===== src/hw/rtl/tdq_pkg.sv =====
// ----------------------------------------------------------------------------
// tdq_pkg
// Shared types, codes and defaults for the timer deadline queue.
// ----------------------------------------------------------------------------
package tdq_pkg;

    localparam int QUEUE_DEPTH_DEF = 16;
    localparam int ID_BITS_DEF     = 8;

    localparam int CMD_W      = 2;
    localparam int EVENT_ID_W = 8;
    localparam int TIME_W     = 64;
    localparam int STATUS_W   = 2;

    localparam logic [CMD_W-1:0] CMD_ADD    = 2'd0;
    localparam logic [CMD_W-1:0] CMD_REMOVE = 2'd1;
    localparam logic [CMD_W-1:0] CMD_TICK   = 2'd2;

    localparam logic [STATUS_W-1:0] ST_OK        = 2'd0;
    localparam logic [STATUS_W-1:0] ST_FULL      = 2'd1;
    localparam logic [STATUS_W-1:0] ST_DUPLICATE = 2'd2;
    localparam logic [STATUS_W-1:0] ST_NOT_FOUND = 2'd3;

    localparam logic KIND_FIRED  = 1'b0;
    localparam logic KIND_UPDATE = 1'b1;

    typedef enum logic [1:0] {
        S_IDLE,
        S_EXEC,
        S_TICK,
        S_UPD
    } t_state;

    typedef struct packed {
        logic ins;
        logic rem;
        logic pop;
    } t_cell_ctl;

endpackage


===== src/hw/rtl/tdq_cell.sv =====
// ----------------------------------------------------------------------------
// tdq_cell
// One queue slot. Keeps, takes the new event, or takes a neighbor's entry.
// ----------------------------------------------------------------------------
module tdq_cell #(
    parameter int ID_W = 8
) (
    input  logic                  i_clk,
    input  logic                  i_rst_n,
    input  tdq_pkg::t_cell_ctl    i_ctl,
    input  logic [63:0]           i_new_dl,
    input  logic [ID_W-1:0]       i_new_id,
    input  logic                  i_new_nt,
    input  logic                  i_left_valid,
    input  logic [63:0]           i_left_dl,
    input  logic [ID_W-1:0]       i_left_id,
    input  logic                  i_left_nt,
    input  logic                  i_left_gt,
    input  logic                  i_right_valid,
    input  logic [63:0]           i_right_dl,
    input  logic [ID_W-1:0]       i_right_id,
    input  logic                  i_right_nt,
    input  logic                  i_sweep,
    output logic                  o_valid,
    output logic [63:0]           o_dl,
    output logic [ID_W-1:0]       o_id,
    output logic                  o_nt,
    output logic                  o_gt,
    output logic                  o_sweep
);
    import tdq_pkg::*;

    logic            r_valid;
    logic [63:0]     r_dl;
    logic [ID_W-1:0] r_id;
    logic            r_nt;
    logic            n_valid;
    logic [63:0]     n_dl;
    logic [ID_W-1:0] n_id;
    logic            n_nt;

    // gt: new event belongs at or before this slot
    assign o_gt    = !r_valid || (r_dl > i_new_dl);
    assign o_sweep = i_sweep || (r_valid && (r_id == i_new_id));

    always_comb begin
        n_valid = r_valid;
        n_dl    = r_dl;
        n_id    = r_id;
        n_nt    = r_nt;
        if (i_ctl.ins && o_gt) begin
            if (!i_left_gt) begin
                n_valid = 1'b1;
                n_dl    = i_new_dl;
                n_id    = i_new_id;
                n_nt    = i_new_nt;
            end else begin
                n_valid = i_left_valid;
                n_dl    = i_left_dl;
                n_id    = i_left_id;
                n_nt    = i_left_nt;
            end
        end else if (i_ctl.pop || (i_ctl.rem && o_sweep)) begin
            n_valid = i_right_valid;
            n_dl    = i_right_dl;
            n_id    = i_right_id;
            n_nt    = i_right_nt;
        end
    end

    always_ff @(posedge i_clk) begin
        if (!i_rst_n) begin
            r_valid <= 1'b0;
        end else begin
            r_valid <= n_valid;
        end
    end

    always_ff @(posedge i_clk) begin
        r_dl <= n_dl;
        r_id <= n_id;
        r_nt <= n_nt;
    end

    assign o_valid = r_valid;
    assign o_dl    = r_dl;
    assign o_id    = r_id;
    assign o_nt    = r_nt;

endmodule


===== src/hw/rtl/tdq_ctrl.sv =====
// ----------------------------------------------------------------------------
// tdq_ctrl
// Command sequencer and result register for the timer deadline queue.
// ----------------------------------------------------------------------------
module tdq_ctrl #(
    parameter int ID_W = 8
) (
    input  logic                            i_clk,
    input  logic                            i_rst_n,
    input  logic                            i_valid,
    output logic                            o_ready,
    input  logic [tdq_pkg::CMD_W-1:0]       i_command,
    input  logic [ID_W-1:0]                 i_event_id,
    input  logic [tdq_pkg::TIME_W-1:0]      i_deadline,
    input  logic                            i_notify,
    input  logic [tdq_pkg::TIME_W-1:0]      i_now_count,
    output logic                            o_valid,
    input  logic                            i_ready,
    output logic                            o_kind,
    output logic [tdq_pkg::EVENT_ID_W-1:0]  o_fired_id,
    output logic                            o_compare_enable,
    output logic [tdq_pkg::TIME_W-1:0]      o_compare_value,
    output logic [tdq_pkg::STATUS_W-1:0]    o_status,
    output logic                            o_last,
    input  logic                            i_head_valid,
    input  logic [tdq_pkg::TIME_W-1:0]      i_head_dl,
    input  logic [ID_W-1:0]                 i_head_id,
    input  logic                            i_head_nt,
    input  logic                            i_hit,
    input  logic                            i_full,
    output tdq_pkg::t_cell_ctl              o_ctl,
    output logic [tdq_pkg::TIME_W-1:0]      o_new_dl,
    output logic [ID_W-1:0]                 o_new_id,
    output logic                            o_new_nt
);
    import tdq_pkg::*;

    t_state                r_state;
    t_state                n_state;
    logic [CMD_W-1:0]      r_cmd;
    logic [ID_W-1:0]       r_id;
    logic [TIME_W-1:0]     r_dl;
    logic                  r_nt;
    logic [TIME_W-1:0]     r_now;
    logic [STATUS_W-1:0]   r_status;
    logic [STATUS_W-1:0]   n_status;

    logic                  r_out_valid;
    logic                  r_kind;
    logic [EVENT_ID_W-1:0] r_fired_id;
    logic                  r_cmp_en;
    logic [TIME_W-1:0]     r_cmp_val;
    logic [STATUS_W-1:0]   r_out_status;
    logic                  r_last;

    logic                  out_free;
    logic                  accept;
    logic                  due;
    logic                  load_fired;
    logic                  load_update;

    assign out_free = !r_out_valid || i_ready;
    assign accept   = i_valid && o_ready;
    assign due      = i_head_valid && (i_head_dl <= r_now);

    always_comb begin
        n_state = r_state;
        case (r_state)
            S_IDLE: begin
                if (accept) begin
                    n_state = (i_command == CMD_TICK) ? S_TICK : S_EXEC;
                end
            end
            S_EXEC: begin
                n_state = S_UPD;
            end
            S_TICK: begin
                if (!due) begin
                    n_state = S_UPD;
                end
            end
            S_UPD: begin
                if (accept) begin
                    n_state = (i_command == CMD_TICK) ? S_TICK : S_EXEC;
                end else if (out_free) begin
                    n_state = S_IDLE;
                end
            end
            default: begin
                n_state = S_IDLE;
            end
        endcase
    end

    always_comb begin
        o_ready     = 1'b0;
        o_ctl       = '0;
        n_status    = r_status;
        load_fired  = 1'b0;
        load_update = 1'b0;
        case (r_state)
            S_IDLE: begin
                o_ready = 1'b1;
            end
            S_EXEC: begin
                if (r_cmd == CMD_ADD) begin
                    if (i_hit) begin
                        n_status = ST_DUPLICATE;
                    end else if (i_full) begin
                        n_status = ST_FULL;
                    end else begin
                        o_ctl.ins = 1'b1;
                    end
                end else if (r_cmd == CMD_REMOVE) begin
                    if (i_hit) begin
                        o_ctl.rem = 1'b1;
                    end else begin
                        n_status = ST_NOT_FOUND;
                    end
                end
            end
            S_TICK: begin
                if (due && (!i_head_nt || out_free)) begin
                    o_ctl.pop  = 1'b1;
                    load_fired = i_head_nt;
                end
            end
            S_UPD: begin
                o_ready     = out_free;
                load_update = out_free;
            end
            default: begin
                o_ready = 1'b0;
            end
        endcase
        if (accept) begin
            n_status = ST_OK;
        end
    end

    always_ff @(posedge i_clk) begin
        if (!i_rst_n) begin
            r_state     <= S_IDLE;
            r_out_valid <= 1'b0;
        end else begin
            r_state <= n_state;
            if (load_fired || load_update) begin
                r_out_valid <= 1'b1;
            end else if (i_ready) begin
                r_out_valid <= 1'b0;
            end
        end
    end

    always_ff @(posedge i_clk) begin
        r_status <= n_status;
        if (accept) begin
            r_cmd <= i_command;
            r_id  <= i_event_id;
            r_dl  <= i_deadline;
            r_nt  <= i_notify;
            r_now <= i_now_count;
        end
        if (load_fired) begin
            r_kind       <= KIND_FIRED;
            r_fired_id   <= EVENT_ID_W'(i_head_id);
            r_cmp_en     <= 1'b0;
            r_cmp_val    <= '0;
            r_out_status <= ST_OK;
            r_last       <= 1'b0;
        end else if (load_update) begin
            r_kind       <= KIND_UPDATE;
            r_fired_id   <= '0;
            r_cmp_en     <= i_head_valid;
            r_cmp_val    <= i_head_valid ? i_head_dl : '0;
            r_out_status <= r_status;
            r_last       <= 1'b1;
        end
    end

    assign o_valid          = r_out_valid;
    assign o_kind           = r_kind;
    assign o_fired_id       = r_fired_id;
    assign o_compare_enable = r_cmp_en;
    assign o_compare_value  = r_cmp_val;
    assign o_status         = r_out_status;
    assign o_last           = r_last;
    assign o_new_dl         = r_dl;
    assign o_new_id         = r_id;
    assign o_new_nt         = r_nt;

endmodule


===== src/hw/rtl/timer_deadline_queue_unit.sv =====
// ----------------------------------------------------------------------------
// timer_deadline_queue_unit
// Sorted timer event queue built as a chain of slots ordered by deadline.
// ----------------------------------------------------------------------------
// Input channel (i_valid/o_ready) takes add, remove and tick commands.
// Output channel (o_valid/i_ready) returns results; each command ends with
// one comparator update marked by o_last, preceded on a tick by one fired
// result per expired event with notify set.
// Add and remove run back to back through the EXEC and UPD states: in EXEC
// every slot compares in parallel and shifts by one toward its neighbor; in
// UPD the update is sent and the next command is taken. A tick stays in
// TICK while the head has expired, popping the head slot once per cycle
// unless a fired result has to wait for the output register, then sends the
// update in UPD. Results are held in one output register; while the
// receiver stalls, pops with a fired result and the update wait and no new
// command is taken. Reset empties the queue and drops any pending result.
// ----------------------------------------------------------------------------
module timer_deadline_queue_unit #(
    parameter int QUEUE_DEPTH = tdq_pkg::QUEUE_DEPTH_DEF,
    parameter int ID_BITS     = tdq_pkg::ID_BITS_DEF
) (
    input  logic                            i_clk,
    input  logic                            i_rst_n,
    input  logic                            i_valid,
    output logic                            o_ready,
    input  logic [tdq_pkg::CMD_W-1:0]       i_command,
    input  logic [tdq_pkg::EVENT_ID_W-1:0]  i_event_id,
    input  logic [tdq_pkg::TIME_W-1:0]      i_deadline,
    input  logic                            i_notify,
    input  logic [tdq_pkg::TIME_W-1:0]      i_now_count,
    output logic                            o_valid,
    input  logic                            i_ready,
    output logic                            o_kind,
    output logic [tdq_pkg::EVENT_ID_W-1:0]  o_fired_id,
    output logic                            o_compare_enable,
    output logic [tdq_pkg::TIME_W-1:0]      o_compare_value,
    output logic [tdq_pkg::STATUS_W-1:0]    o_status,
    output logic                            o_last
);
    import tdq_pkg::*;

    localparam int ID_W = (ID_BITS < EVENT_ID_W) ? ID_BITS : EVENT_ID_W;

    t_cell_ctl         ctl;
    logic [TIME_W-1:0] new_dl;
    logic [ID_W-1:0]   new_id;
    logic              new_nt;

    logic              c_valid [QUEUE_DEPTH];
    logic [TIME_W-1:0] c_dl    [QUEUE_DEPTH];
    logic [ID_W-1:0]   c_id    [QUEUE_DEPTH];
    logic              c_nt    [QUEUE_DEPTH];
    logic              c_gt    [QUEUE_DEPTH];
    logic              c_sweep [QUEUE_DEPTH];

    tdq_ctrl #(
        .ID_W (ID_W)
    ) u_ctrl (
        .i_clk            (i_clk),
        .i_rst_n          (i_rst_n),
        .i_valid          (i_valid),
        .o_ready          (o_ready),
        .i_command        (i_command),
        .i_event_id       (i_event_id[ID_W-1:0]),
        .i_deadline       (i_deadline),
        .i_notify         (i_notify),
        .i_now_count      (i_now_count),
        .o_valid          (o_valid),
        .i_ready          (i_ready),
        .o_kind           (o_kind),
        .o_fired_id       (o_fired_id),
        .o_compare_enable (o_compare_enable),
        .o_compare_value  (o_compare_value),
        .o_status         (o_status),
        .o_last           (o_last),
        .i_head_valid     (c_valid[0]),
        .i_head_dl        (c_dl[0]),
        .i_head_id        (c_id[0]),
        .i_head_nt        (c_nt[0]),
        .i_hit            (c_sweep[QUEUE_DEPTH-1]),
        .i_full           (c_valid[QUEUE_DEPTH-1]),
        .o_ctl            (ctl),
        .o_new_dl         (new_dl),
        .o_new_id         (new_id),
        .o_new_nt         (new_nt)
    );

    for (genvar g = 0; g < QUEUE_DEPTH; g++) begin : g_cell
        logic              left_valid;
        logic [TIME_W-1:0] left_dl;
        logic [ID_W-1:0]   left_id;
        logic              left_nt;
        logic              left_gt;
        logic              right_valid;
        logic [TIME_W-1:0] right_dl;
        logic [ID_W-1:0]   right_id;
        logic              right_nt;
        logic              sweep_in;

        if (g == 0) begin : g_head
            assign left_valid = 1'b0;
            assign left_dl    = '0;
            assign left_id    = '0;
            assign left_nt    = 1'b0;
            assign left_gt    = 1'b0;
            assign sweep_in   = 1'b0;
        end else begin : g_body
            assign left_valid = c_valid[g-1];
            assign left_dl    = c_dl[g-1];
            assign left_id    = c_id[g-1];
            assign left_nt    = c_nt[g-1];
            assign left_gt    = c_gt[g-1];
            assign sweep_in   = c_sweep[g-1];
        end

        if (g == QUEUE_DEPTH - 1) begin : g_tail
            assign right_valid = 1'b0;
            assign right_dl    = '0;
            assign right_id    = '0;
            assign right_nt    = 1'b0;
        end else begin : g_inner
            assign right_valid = c_valid[g+1];
            assign right_dl    = c_dl[g+1];
            assign right_id    = c_id[g+1];
            assign right_nt    = c_nt[g+1];
        end

        tdq_cell #(
            .ID_W (ID_W)
        ) u_cell (
            .i_clk         (i_clk),
            .i_rst_n       (i_rst_n),
            .i_ctl         (ctl),
            .i_new_dl      (new_dl),
            .i_new_id      (new_id),
            .i_new_nt      (new_nt),
            .i_left_valid  (left_valid),
            .i_left_dl     (left_dl),
            .i_left_id     (left_id),
            .i_left_nt     (left_nt),
            .i_left_gt     (left_gt),
            .i_right_valid (right_valid),
            .i_right_dl    (right_dl),
            .i_right_id    (right_id),
            .i_right_nt    (right_nt),
            .i_sweep       (sweep_in),
            .o_valid       (c_valid[g]),
            .o_dl          (c_dl[g]),
            .o_id          (c_id[g]),
            .o_nt          (c_nt[g]),
            .o_gt          (c_gt[g]),
            .o_sweep       (c_sweep[g])
        );
    end

endmodule

===== config.mk =====
export PLATFORM = sky130hd
export DESIGN_NAME = timer_deadline_queue_unit
export DESIGN_NICKNAME = d
export VERILOG_FILES = /design/src/hw/rtl/tdq_pkg.sv /design/src/hw/rtl/tdq_cell.sv /design/src/hw/rtl/tdq_ctrl.sv /design/src/hw/rtl/timer_deadline_queue_unit.sv
export SDC_FILE = /design/constraint.sdc
export NUM_CORES = 2
export LEC_CHECK = 0
export ABC_AREA = 1
export BUFFER_PORTS_ARGS = -buffer_cell sky130_fd_sc_hd__buf_2
export CORE_ASPECT_RATIO = 0.6
export CORE_UTILIZATION = 53
export CTS_CLUSTER_DIAMETER = 100
export DETAILED_ROUTE_END_ITERATION = 16
export PLACE_DENSITY_LB_ADDON = 0.1
export SLEW_MARGIN = 20
export SYNTH_ARGS = -nofsm -noshare
export SYNTH_HDL_FRONTEND = slang
export SYNTH_HIERARCHICAL = 1
export SYNTH_SLANG_ARGS = --single-unit

===== constraint.sdc =====
create_clock -name i_clk -period 14.7 [get_ports i_clk]
set_input_delay 1.47 -clock i_clk [delete_from_list [all_inputs] [get_ports i_clk]]
set_output_delay 1.47 -clock i_clk [all_outputs]
set_load 0.01 [all_outputs]

Yosys cells after proc, flatten, opt, wreduce, memory -nomap -nowiden --
Index checks and enable logic that the tools add are counted.
Storage, ports and cells: bits in registers 1404, word-level logic and storage cells 478
Operators by class: order comparisons 17, eq/ne operators 26, muxes and demuxes 216, reductions and logical operators 142
Operators with widths (count):
- 64-bit 2-to-1 mux | 48
- 64-bit > comparator | 16
- 8-bit 2-to-1 mux | 49
- 8-bit == test | 16
- 1-bit 2-to-1 mux | 106
- 64-bit <= comparator | 1
- 1-bit logical AND | 51
- 1-bit logical OR | 50
- 2-bit nonzero test | 19
- 2-bit 2-to-1 mux | 11
- 1-bit logical NOT | 18
- 2-bit one-hot mux with 4 select lines | 1
- 2-bit == test (second input constant) | 3
- 3-bit by 1-bit inequality test with 1-bit output (second input constant) | 2
- 2-bit by 1-bit == test with 1-bit output (second input constant) | 2
- 2-bit logical NOT | 2
- 2-bit inequality test (second input constant) | 2
- 4-bit AND reduction | 1
- 3-bit AND reduction | 1
- 2-bit by 1-bit inequality test with 1-bit output (second input constant) | 1
- 1-bit one-hot mux with 2 select lines | 1

Longest topological paths before layout --
depth in word-level cells 25, mapped depth 45, depth with buffers taken out 45

Modules after synthesis --
The synthesis kept the hierarchy.
By module, submodules not included:
- tdq_cell | instances 16, cells each 781, area an instance 5746.8 sq um, seq. area each 2212.1 sq um
- tdq_ctrl | instances 1, cells each 927, area an instance 9419.0 sq um, seq. area each 5875.6 sq um
- timer_deadline_queue_unit | instances 1, cells each 1, area an instance 3.8 sq um, seq. area each 0.0 sq um

Worst setup path after synthesis --
Ideal clock, no wire load.
kind register -> register, start point register u_ctrl.r_id[6] (netlist: u_ctrl/o_new_id[6]), end point register g_cell[0].u_cell.r_dl[0] (enable), setup time 0.433 ns, arrival 8.978 ns, required time 14.267 ns, slack 5.289 ns, cell stages (with the launch flop) 43, buffers on the path 2, cell sequence edfxtp_1 xnor2_1 nand2_1 nor4_1 nand3_1 nand2_1 inv_1 nand2_1 inv_1 nand2_1 inv_1 nand2_1 inv_1 nand2_1 inv_1 nand2_1 inv_1 nand2_1 [... 7 more ...] nand2_1 inv_1 nand2_1 inv_1 nand2_1 inv_1 nand2_1 inv_1 nand2_1 inv_1 nand2_1 nor2_1 inv_1 nor3_1 nand2_4 buf_6 buf_6 nand2_1
RTL lines:
- start, declared | line tdq_ctrl.sv:41 | logic [ID_W-1:0] r_id;
- start signal, assigned | line tdq_ctrl.sv:159 | r_id <= i_event_id;
- end signal, assigned | line tdq_cell.sv:80 | r_dl <= n_dl;
- end, declared | line tdq_cell.sv:34 | logic [63:0] r_dl;

==> flow_metrics.tcl <==
set metrics [dict create \
    worst_ep_arrival_time_ns 7.75 \
    drcViolationCount 0 \
    hold_violations 0 \
    r2r_slack_ns 7.39 \
    rsz0062_at_grt "no" \
    postLayoutCoreUtil_pct 57.78 \
    max_stage_delay_ns 0.98 \
    synthTopCellsByArea "edfxtp_1 39%, nand2_1 22%, ha_1 13%" \
    period_minus_slack_ns 7.309 \
    cp-start-kind "register" \
    antenna_found_initial 3 \
    cts_tree "yes" \
    setup_viol 0 \
    dr.pass1.iters 6 \
    drive_gt1_share_pct 5.212 \
    synth_cells 13420 \
    fin_skew_ns 0.03856 \
    finalSetupTns_ns 0 \
    synth-xor-area-share_pct 0.4147 \
    ir_drop_mv 0.1177 \
    clkLatencyLatePin_ns 0.83 \
    via_per_inst 5.500 \
    clkTransAtPathRegs_ns 0.06 \
    place_area_mm2 0.1042 \
    cap_violations 0 \
    drtIter0Drc 10700 \
    grt_overflow 0 \
    chipWidth_um 566.6 \
    chipHeight_um 340.8 \
    num_vias 88890 \
    path_buf_inv 19 \
    grt_first_pass_wirelength_um 470900 \
    cts_resized 0 \
    grt_pass1_vias 82710 \
    crit_fanout 77 \
    post-synth-top-area-cell "edfxtp_1" \
    worst_slew_pin_slew_ns 1.164 \
    port_buffers 221 \
    wire_per_inst_um 18.80 \
    leakage_nw 55.41 \
    antenna_cells 0 \
    finalMaxSlewViolations 0 \
    stdcell_area_mm2 0.1090 \
    fin_crit_sh_pct 49.72 \
    gp_congestion 0.9008 \
    netlist-cell-type-count 38 \
    yosys_warnings 6 \
    seq_area_frac_synth_pct 40.71 \
    ys_seq_elements 1404 \
    maxSlewHeadroom_pct 22.41 \
    clock-sinks 1404 \
    coreArea_mm2 0.1887 \
    status "finished clean" \
    crit_top_cell "inv_1" \
    async_reset_ff_share_pct 0 \
    postCtsSetupRepairBufs 0 \
    power_density_mw_per_mm2 124.9 \
    die_area_mm2 0.1931 \
    cts_root_buf "clkbuf_16" \
    path_class "register to register" \
    crit_family "simple AND/OR/NAND/NOR gates" \
    synth_top_area_share_pct 38.95 \
    numCtsBuffers 157 \
    grt_usage_pct 30.48 \
    dp_hpwl_um 228400 \
    cts_hold_buf 0 \
    synth_fa_ha_area_share_pct 13.48 \
    hold_path_class "register to register" \
    crit_slowest_cell "edfxtp_1" \
    cp.required_ns 15.14 \
    fmax_mhz 136.8 \
    synth-main-ff-cell "edfxtp_1" \
    syn2layout_area_growth_pct 7.538 \
    grt_max_degree 135 \
    critPathCaptureType "register" \
    rows 123 \
    synth_compound_area_share_pct 9.717 \
    wl_um 303800 \
    yosys.area_share.simple_pct 25.90 \
    muxShareOfSynthArea_pct 0.8887 \
    ant_nets 0 \
    synth_top_family_by_area "simple AND/OR/NAND/NOR gates" \
    io_pins 222 \
    syn_avg_cell_area_um2 7.551 \
    cts_buffer_depth 4 \
    hold_slack_ns 0.5013 \
    htree_levels 4 \
    nets 14790 \
    start_util_pct 53.73 \
    synth_edf_count 1315 \
    synth_area_mm2 0.1014 \
]
## logic make-up (layout without fill, tap and decap cells)
family / count (synthesis) / count (layout)
other: 1 / 156
buffers and inverters: 2116 / 2199
multiplexers: 80 / 80
AO/OA/AOI/OAI: 1918 / 1918
AND/OR/NAND/NOR: 6765 / 6765
flip-flops: 1404 / 1404
XOR/XNOR: 48 / 48
adder cells (fa/ha/maj): 1092 / 1092
## power breakdown
group | switching [mW] | leakage, nW | internal [mW]
registers | 0.368 | 12.6 | 4.97
logic | 3.08 | 40.5 | 1.39
clock network | 1.67 | 2.32 | 2.14
total | 5.12 | 55.4 | 8.49
## worst min-delay path, delay by kind of cell (launching register included)
family	cells	cell delay, ns
flops	1	0.34
compound gates	1	0.09
buf+inv	1	0.05
## path summary, 6_finish.rpt
kind | start | endpoint | cells after the start
setup / recovery | u_ctrl/o_new_id[7] | g_cell[6].u_cell/o_dl[56] | 42
hold / removal | u_ctrl/o_last | u_ctrl/o_last | 2
setup reg to reg | u_ctrl/o_new_id[7] | g_cell[6].u_cell/o_dl[56] | 42
hold reg to reg | u_ctrl/o_last | u_ctrl/o_last | 2
## stage by stage
step / setup slack, ns / cells / total power [mW]
2_1_floorplan: 5.289 / 13580 / 8.320
4_1_cts: 7.613 / 16160 / 13.57
3_5_place_dp: 7.672 / 15890 / 9.737
6_report: 7.391 / 16160 / 13.61
3_3_place_gp: 7.454 / 15890 / 9.490
5_1_grt: 6.791 / 16160 / 14.43
## flip-flops by register name (all words and copies together) (netlist names)
| signal | count |
|---|---|
| g_cell.u_cell/o_id | 128 |
| u_ctrl/o_compare_value | 64 |
| u_ctrl/o_last | 1 |
| u_ctrl/o_status | 2 |
| u_ctrl/o_compare_enable | 1 |
| u_ctrl/o_new_id | 8 |
| g_cell.u_cell/o_valid | 16 |
| u_ctrl/r_state | 2 |
| u_ctrl/r_status | 2 |
| u_ctrl/o_valid | 1 |
| u_ctrl/o_new_nt | 1 |
| u_ctrl/o_fired_id | 8 |
| u_ctrl/r_cmd | 2 |
| g_cell.u_cell/o_dl | 1024 |
| u_ctrl/o_new_dl | 64 |
| u_ctrl/r_now | 64 |
| g_cell.u_cell/o_nt | 16 |
## layout by cell type, fill, tap and decap left out, drive strengths merged, types with 6 or more instances in the layout
master and n:
ha 1092, edfxtp 1315, bufinv 6, a21oi 515
buf 323, xor2 32, nor4 35, nor2 364
o21ai 1293, dfxtp 89, nand3b 16, clkbuf 204
inv 1606, clkinv 52, conb 156, clkinvlp 8
nand4 117, a21o 18, a211oi 17, nand2 6042
mux2 80, nand3 150, o22ai 16, o21a 51
nor3 37, xnor2 16
## Yosys cell counts (17+ instances only)
| cell type | number |
|---|---|
| nand4_1 | 116 |
| o21ai_0 | 1293 |
| ha_1 | 1092 |
| inv_2 | 21 |
| inv_1 | 1568 |
| buf_2 | 125 |
| a21oi_1 | 515 |
| nand2_1 | 6010 |
| a211oi_1 | 17 |
| mux2_2 | 80 |
| xor2_1 | 32 |
| buf_4 | 65 |
| edfxtp_1 | 1315 |
| dfxtp_1 | 89 |
| nand3_1 | 150 |
| nor2_1 | 364 |
| clkbuf_1 | 238 |
| nor3_1 | 37 |
| buf_6 | 83 |
| o21a_1 | 51 |
| a21o_1 | 18 |
| nor4_1 | 33 |
## final cells by class
cell class,count,area [um2]
fill,17530,79670
inverter,1605,6065
sequential,1404,41270
tap,2500,3128
multi-input combinational,10060,51900
clock buffer,204,4247
clock inverter,67,499.2
timing repair buffer,323,1899
## layer usage
| metal | track usage (%) | up-vias | routed length [um] |
|---|---|---|---|
| met5 | 0 | - | 13 |
| met4 | 5.978 | 2 | 5527 |
| met3 | 4.644 | 337 | 33210 |
| met2 | 39.96 | 4090 | 111700 |
| met1 | 51.28 | 40890 | 153400 |
| li1 | - | 43580 | - |
No activity file was read; power rests on OpenSTA's default activity.
